File: config.mk
export PLATFORM = sky130hd
export DESIGN_NAME = dbpq_ctrl
export DESIGN_NICKNAME = d
export VERILOG_FILES = /design/src/rtl/core/dbpq_pkg.sv /design/src/rtl/core/dbpq_ctrl.sv
export SDC_FILE = /design/constraint.sdc
export NUM_CORES = 1
export LEC_CHECK = 0
export ABC_AREA = 1
export BUFFER_PORTS_ARGS = -buffer_cell sky130_fd_sc_hd__buf_2
export CAP_MARGIN = 20
export CORE_MARGIN = 1.5
export CORE_UTILIZATION = 39
export CTS_CLUSTER_SIZE = 16
export DETAILED_ROUTE_END_ITERATION = 8
export PLACE_DENSITY = 0.68
export SLEW_MARGIN = 5
export SYNTH_ARGS = -nofsm -noshare
export SYNTH_HDL_FRONTEND = slang
export SYNTH_SLANG_ARGS = --single-unit
File: constraint.sdc
create_clock -name clk -period 1.25 [get_ports clk]
set_input_delay 0.25 -clock clk [delete_from_list [all_inputs] [get_ports clk]]
set_output_delay 0.25 -clock clk [all_outputs]
set_load 0.01 [all_outputs]
File: src/rtl/core/dbpq_pkg.sv
// Shared types and constants for the degree bucket priority queue.
`timescale 1ns / 1ps
package dbpq_pkg;
	localparam int NODE_W = 10;
	localparam int LINK_W = 11;
	localparam int KEY_W = 20;
	localparam int BKT_W = 12;
	localparam int CNT_W = 11;
	localparam int MAX_NODES = 1024;
	localparam int NBUCKETS = 2 * MAX_NODES + 1;

	localparam logic [LINK_W-1:0] NIL = LINK_W'(MAX_NODES);
	localparam logic [KEY_W-1:0] MAX_KEY = 20'hFFFFF;
	localparam logic [BKT_W-1:0] LAST_BKT = BKT_W'(NBUCKETS - 1);

	typedef enum logic [1:0] {
		OP_INSERT = 2'd0,
		OP_POP    = 2'd1,
		OP_INC    = 2'd2,
		OP_DEC    = 2'd3
	} op_t;

	typedef enum logic [1:0] {
		STAT_OK       = 2'd0,
		STAT_EMPTY    = 2'd1,
		STAT_ABSENT   = 2'd2,
		STAT_OVERFLOW = 2'd3
	} status_t;

	typedef enum logic [4:0] {
		UOP_NOP,
		UOP_CLR,
		UOP_LATCH,
		UOP_READV,
		UOP_FIN_EMPTY,
		UOP_FIN_ABSENT,
		UOP_FIN_OVF,
		UOP_DIV_DEG,
		UOP_DIV_KEY,
		UOP_DIV_NK,
		UOP_STORE_NB,
		UOP_UNLINK,
		UOP_KEY_W,
		UOP_PUSH_RD,
		UOP_PUSH_W1,
		UOP_PUSH_W2,
		UOP_SCAN_INIT,
		UOP_SCAN_NEXT,
		UOP_SCAN_HIT,
		UOP_POP_W
	} uop_t;

	typedef enum logic [3:0] {
		S_CLEAR,
		S_IDLE,
		S_DECODE,
		S_CHKV,
		S_DIVO,
		S_DIVN,
		S_CHKN,
		S_PUSH_RD,
		S_PUSH_W1,
		S_PUSH_W2,
		S_SCAN_CHK,
		S_POP_W,
		S_DONE
	} ctrl_state_t;

	typedef struct packed {
		uop_t uop;
	} dp_cmd_t;

	typedef struct packed {
		op_t  op;
		logic v_bad;
		logic present;
		logic key_max;
		logic key_zero;
		logic key_one;
		logic cnt_zero;
		logic div_done;
		logic nb_ovf;
		logic same_bkt;
		logic head_hit;
		logic scan_last;
		logic clr_last;
	} dp_stat_t;
endpackage

File: src/rtl/core/dbpq_ctrl.sv
// Controller: sequences each operation as a series of datapath commands.
`timescale 1ns / 1ps
module dbpq_ctrl (
	input  logic               clk,
	input  logic               arst_n,
	input  logic               start,
	input  logic               cfg_we,
	input  dbpq_pkg::dp_stat_t stat,
	output dbpq_pkg::dp_cmd_t  cmd,
	output logic               busy,
	output logic               done
);
	import dbpq_pkg::*;

	ctrl_state_t state_q, state_d;

	// state register; reset begins with the clearing pass
	always_ff @(posedge clk or negedge arst_n) begin
		if (!arst_n)
			state_q <= S_CLEAR;
		else
			state_q <= state_d;
	end

	// next state and command
	always_comb begin
		state_d = state_q;
		cmd.uop = UOP_NOP;
		case (state_q)
			S_CLEAR: begin
				cmd.uop = UOP_CLR;
				if (stat.clr_last)
					state_d = S_IDLE;
			end
			S_IDLE: begin
				if (cfg_we) begin
					state_d = S_CLEAR;
				end else if (start) begin
					cmd.uop = UOP_LATCH;
					state_d = S_DECODE;
				end
			end
			S_DECODE: begin
				if (stat.op == OP_POP) begin
					if (stat.cnt_zero) begin
						cmd.uop = UOP_FIN_EMPTY;
						state_d = S_DONE;
					end else begin
						cmd.uop = UOP_SCAN_INIT;
						state_d = S_SCAN_CHK;
					end
				end else if (stat.v_bad) begin
					cmd.uop = UOP_FIN_ABSENT;
					state_d = S_DONE;
				end else begin
					cmd.uop = UOP_READV;
					state_d = S_CHKV;
				end
			end
			S_CHKV: begin
				if (stat.op == OP_INSERT) begin
					if (stat.present) begin
						cmd.uop = UOP_FIN_ABSENT;
						state_d = S_DONE;
					end else begin
						cmd.uop = UOP_DIV_DEG;
						state_d = S_DIVN;
					end
				end else if (!stat.present) begin
					cmd.uop = UOP_FIN_ABSENT;
					state_d = S_DONE;
				end else if (stat.op == OP_INC && stat.key_max) begin
					cmd.uop = UOP_FIN_OVF;
					state_d = S_DONE;
				end else if (stat.op == OP_DEC && stat.key_zero) begin
					cmd.uop = UOP_FIN_OVF;
					state_d = S_DONE;
				end else if (stat.op == OP_DEC && stat.key_one) begin
					state_d = S_DONE;
				end else begin
					cmd.uop = UOP_DIV_KEY;
					state_d = S_DIVO;
				end
			end
			S_DIVO: begin
				if (stat.div_done) begin
					cmd.uop = UOP_DIV_NK;
					state_d = S_DIVN;
				end
			end
			S_DIVN: begin
				if (stat.div_done) begin
					cmd.uop = UOP_STORE_NB;
					state_d = S_CHKN;
				end
			end
			S_CHKN: begin
				if (stat.nb_ovf) begin
					cmd.uop = UOP_FIN_OVF;
					state_d = S_DONE;
				end else if (stat.op == OP_INSERT) begin
					state_d = S_PUSH_RD;
				end else if (stat.same_bkt) begin
					cmd.uop = UOP_KEY_W;
					state_d = S_DONE;
				end else begin
					cmd.uop = UOP_UNLINK;
					state_d = S_PUSH_RD;
				end
			end
			S_PUSH_RD: begin
				cmd.uop = UOP_PUSH_RD;
				state_d = S_PUSH_W1;
			end
			S_PUSH_W1: begin
				cmd.uop = UOP_PUSH_W1;
				state_d = S_PUSH_W2;
			end
			S_PUSH_W2: begin
				cmd.uop = UOP_PUSH_W2;
				state_d = S_DONE;
			end
			S_SCAN_CHK: begin
				if (stat.head_hit) begin
					cmd.uop = UOP_SCAN_HIT;
					state_d = S_POP_W;
				end else if (stat.scan_last) begin
					cmd.uop = UOP_FIN_EMPTY;
					state_d = S_DONE;
				end else begin
					cmd.uop = UOP_SCAN_NEXT;
				end
			end
			S_POP_W: begin
				cmd.uop = UOP_POP_W;
				state_d = S_DONE;
			end
			S_DONE: begin
				state_d = S_IDLE;
			end
			default: begin
				state_d = S_IDLE;
			end
		endcase
	end

	assign busy = state_q != S_IDLE;
	assign done = state_q == S_DONE;

	// a result strobe lasts one cycle and is followed by an idle block
	a_done_pulse: assert property (@(posedge clk) disable iff (!arst_n)
		done |=> !done && !busy)
		else $error("result strobe not a single cycle");
endmodule
==> impl_metrics.toml <==
[final_layout]
largest_register_ffs = 4
regMostFlops = "state_q"
area_growth_pct = 85.5
nNetsFinal = 208
antenna_cells = 0
final_cells = 204
finalInstanceArea_um2 = 1280
largestRegisters = "state_q x4"
drive_above_1_share_pct = 54.8

[critical_path]
crit_fanout = 4
critPathLaunchType = "register"
path_class = "register to primary output"
arrival_ns = 1.56
worstPathRequired_ns = 1.00
cp-end-kind = "primary output"

[die]
ioPinCount = 25
die_w_um = 45.0
core_area_um2 = 1580
rows = 14
start_util_pct = 43.7
dieArea_um2 = 2030
fp.dieH_um = 45.0

[route]
wl_per_cell_um = 13.5
routed-via-count = 1086
first_pass_iters = 4
drc = 0
viasPerCell = 5.32
antenna_left = 0
drtIter0Drc = 27
drt_wl_total_um = 2760

[sta]
hold_viol = 0
holdWs_ns = 0.363
relSlewSlack_pct = 79.2
fmax_ghz = 0.552
rsz0062_at_grt = "true"
period_minus_slack_ns = 1.81
finalMaxSlewViolations = 0
setup_violations = 11
fin_ws_ns = -0.561
tightest_slew_ns = 0.308
period_share_pct = 145
clock_skew_ns = 0.00452

[power]
p_leak_nw = 0.729
power_per_cell_area_nw_per_um2 = 1770
irDropWorstVdd_mv = 1.24

[placement]
post-dp-hpwl_um = 1830
dp.cells = 188
io_buffers = 24
gp_congestion = 0.922
dp_slack_ns = -0.297
post_dp_cell_area_um2 = 1010

[grt]
overflow = 0
grt_pass1_wl_um = 3760
grt_pass1_vias = 935
grt_max_degree = 8
antenna_found_initial = 0
grt.total_usage_pct = 25.2

[logic_synthesis]
synth_edf_count = 0
synth_fp_nets = 145
yosys-top-cells-area = "nand2_1 (23%), dfrtp_1 (15%), nor2_1 (9.3%)"
yosys_warnings = 0
synth_flop_cell = "dfrtp_1"
synth_cells = 127
yosysTopAreaCellShare_pct = 23.5
synth_async_sr_flop_share_pct = 100
synth_largest_area_cell = "nand2_1"
yosys-top-cells-count = "nand2_1 (43), nor2_1 (17), inv_1 (15)"
synth_seq_area_share_pct = 14.5
ys_ff_latch = 4
synth.distinct_cells = 22
yosysMostFrequentCell = "nand2_1"
syn_area_um2 = 688
syn_area_per_cell_um2 = 5.42

[clocking]
clock_latency_ns = 0.24
numCtsBuffers = 3
cts_max_level = 1
cts.sinks = 4
cts_tree = "done"
clockBufferDepth = 2
root_buffer = "clkbuf_4"
clk_pin_slew_worst_paths_ns = 0.04

[outcome]
status = "finished, violations left"
violations = "setup timing"

[flow_run]
max-cap-violations = 0

[worst_hold_path]
hold_path.class = "input pin to asynchronous set/reset pin"
[per-layer routing]
| layer | global-route usage [%] | vias to the layer above | wire length, um |
|---|---|---|---|
| met5 | 0 | - | 0 |
| met2 | 40.3 | 63 | 1300 |
| met3 | 8.40 | 11 | 243 |
| met4 | 3.53 | 0 | 79 |
| met1 | 33.7 | 484 | 1140 |
| li1 | - | 528 | - |
[final timing paths]
path,slack [ns],endpoint,depth (start not counted),startpoint
worst max-delay path,-0.56,cmd[0],8,state_q[0]$_DFFE_PN0P_
worst min-delay path,0.36,state_q[1]$_DFFE_PN0P_,2,arst_n
worst max register to register,-0.31,state_q[2]$_DFFE_PN0P_,9,state_q[0]$_DFFE_PN0P_
worst min register to register,0.74,state_q[0]$_DFFE_PN0P_,3,state_q[0]$_DFFE_PN0P_
max in group asynchronous,0.75,state_q[3]$_DFFE_PN0P_,2,arst_n
min in group clk,0.41,state_q[1]$_DFFE_PN0P_,5,stat[1]
[where the power goes]
part | total (W) | internal (W) | leakage (nW) | switching (W)
Clock | 0.000165 | 0.000108 | 0.0138 | 0.0000569
Combinational | 0.00179 | 0.000811 | 0.668 | 0.000980
Sequential | 0.000308 | 0.000194 | 0.0471 | 0.000114
Total | 0.00226 | 0.00111 | 0.729 | 0.00115
[per-stage QoR]
step           util [%]  total power, W  TNS [ns]
5_1_grt            81.0         0.00241     -4.40
2_1_floorplan         -         0.00113    -0.216
3_5_place_dp       64.2         0.00163     -2.10
4_1_cts            74.4         0.00201     -3.33
6_report           81.0         0.00226     -3.77
3_3_place_gp       64.2         0.00161     -1.95
[cells by family after synthesis]
family | Yosys count | synth area share (%)
compound gates | 14 | 11.3
buf+inv | 18 | 10.4
simple gates | 91 | 63.8
flops | 4 | 14.5
[final cells by class]
cell class / count / area, um2
clock buffers: 3 / 22.5
well taps: 16 / 20.0
repair buffers: 59 / 419
inverters: 17 / 66.3
fillers: 112 / 300
multi-input cells: 105 / 644
flip-flops and latches: 4 / 104
[critical path, cell delays in order (launching register included)]
cell      delay (ns)
dfrtp_2         0.45
inv_4           0.11
nand2_4         0.07
buf_4           0.15
nor2_4          0.09
nand2_2         0.07
nand4_1         0.09
nand3b_1        0.14
buf_2           0.16
[timing repair]
item,4_1_cts,5_1_grt
hold endpoints to repair,4,0
pin swaps,9,10
hold buffers,1,0
buffers inserted,12,3
resized for setup,19,20
endpoints found under the setup margin,11,11
[cells in the final DEF, fill, tap and decap left out]
cell type,instances
a21boi_2,1
a21oi_1,1
a21oi_2,2
buf_2,24
buf_4,25
buf_6,9
clkbuf_4,3
dfrtp_1,1
dfrtp_2,3
dlygate4sd3_1,1
inv_1,12
inv_2,4
inv_4,1
nand2_1,35
nand2_2,7
nand2_4,5
nand3_1,6
nand3_2,1
nand3_4,1
nand3b_1,2
nand3b_2,1
nand4_1,4
nor2_1,12
nor2_2,2
nor2_4,10
nor3_1,2
nor3_2,1
nor3b_1,1
o211ai_1,2
o21ai_0,5
o21ai_2,3
or2_1,1
No activity file was read; power rests on OpenSTA's default activity.
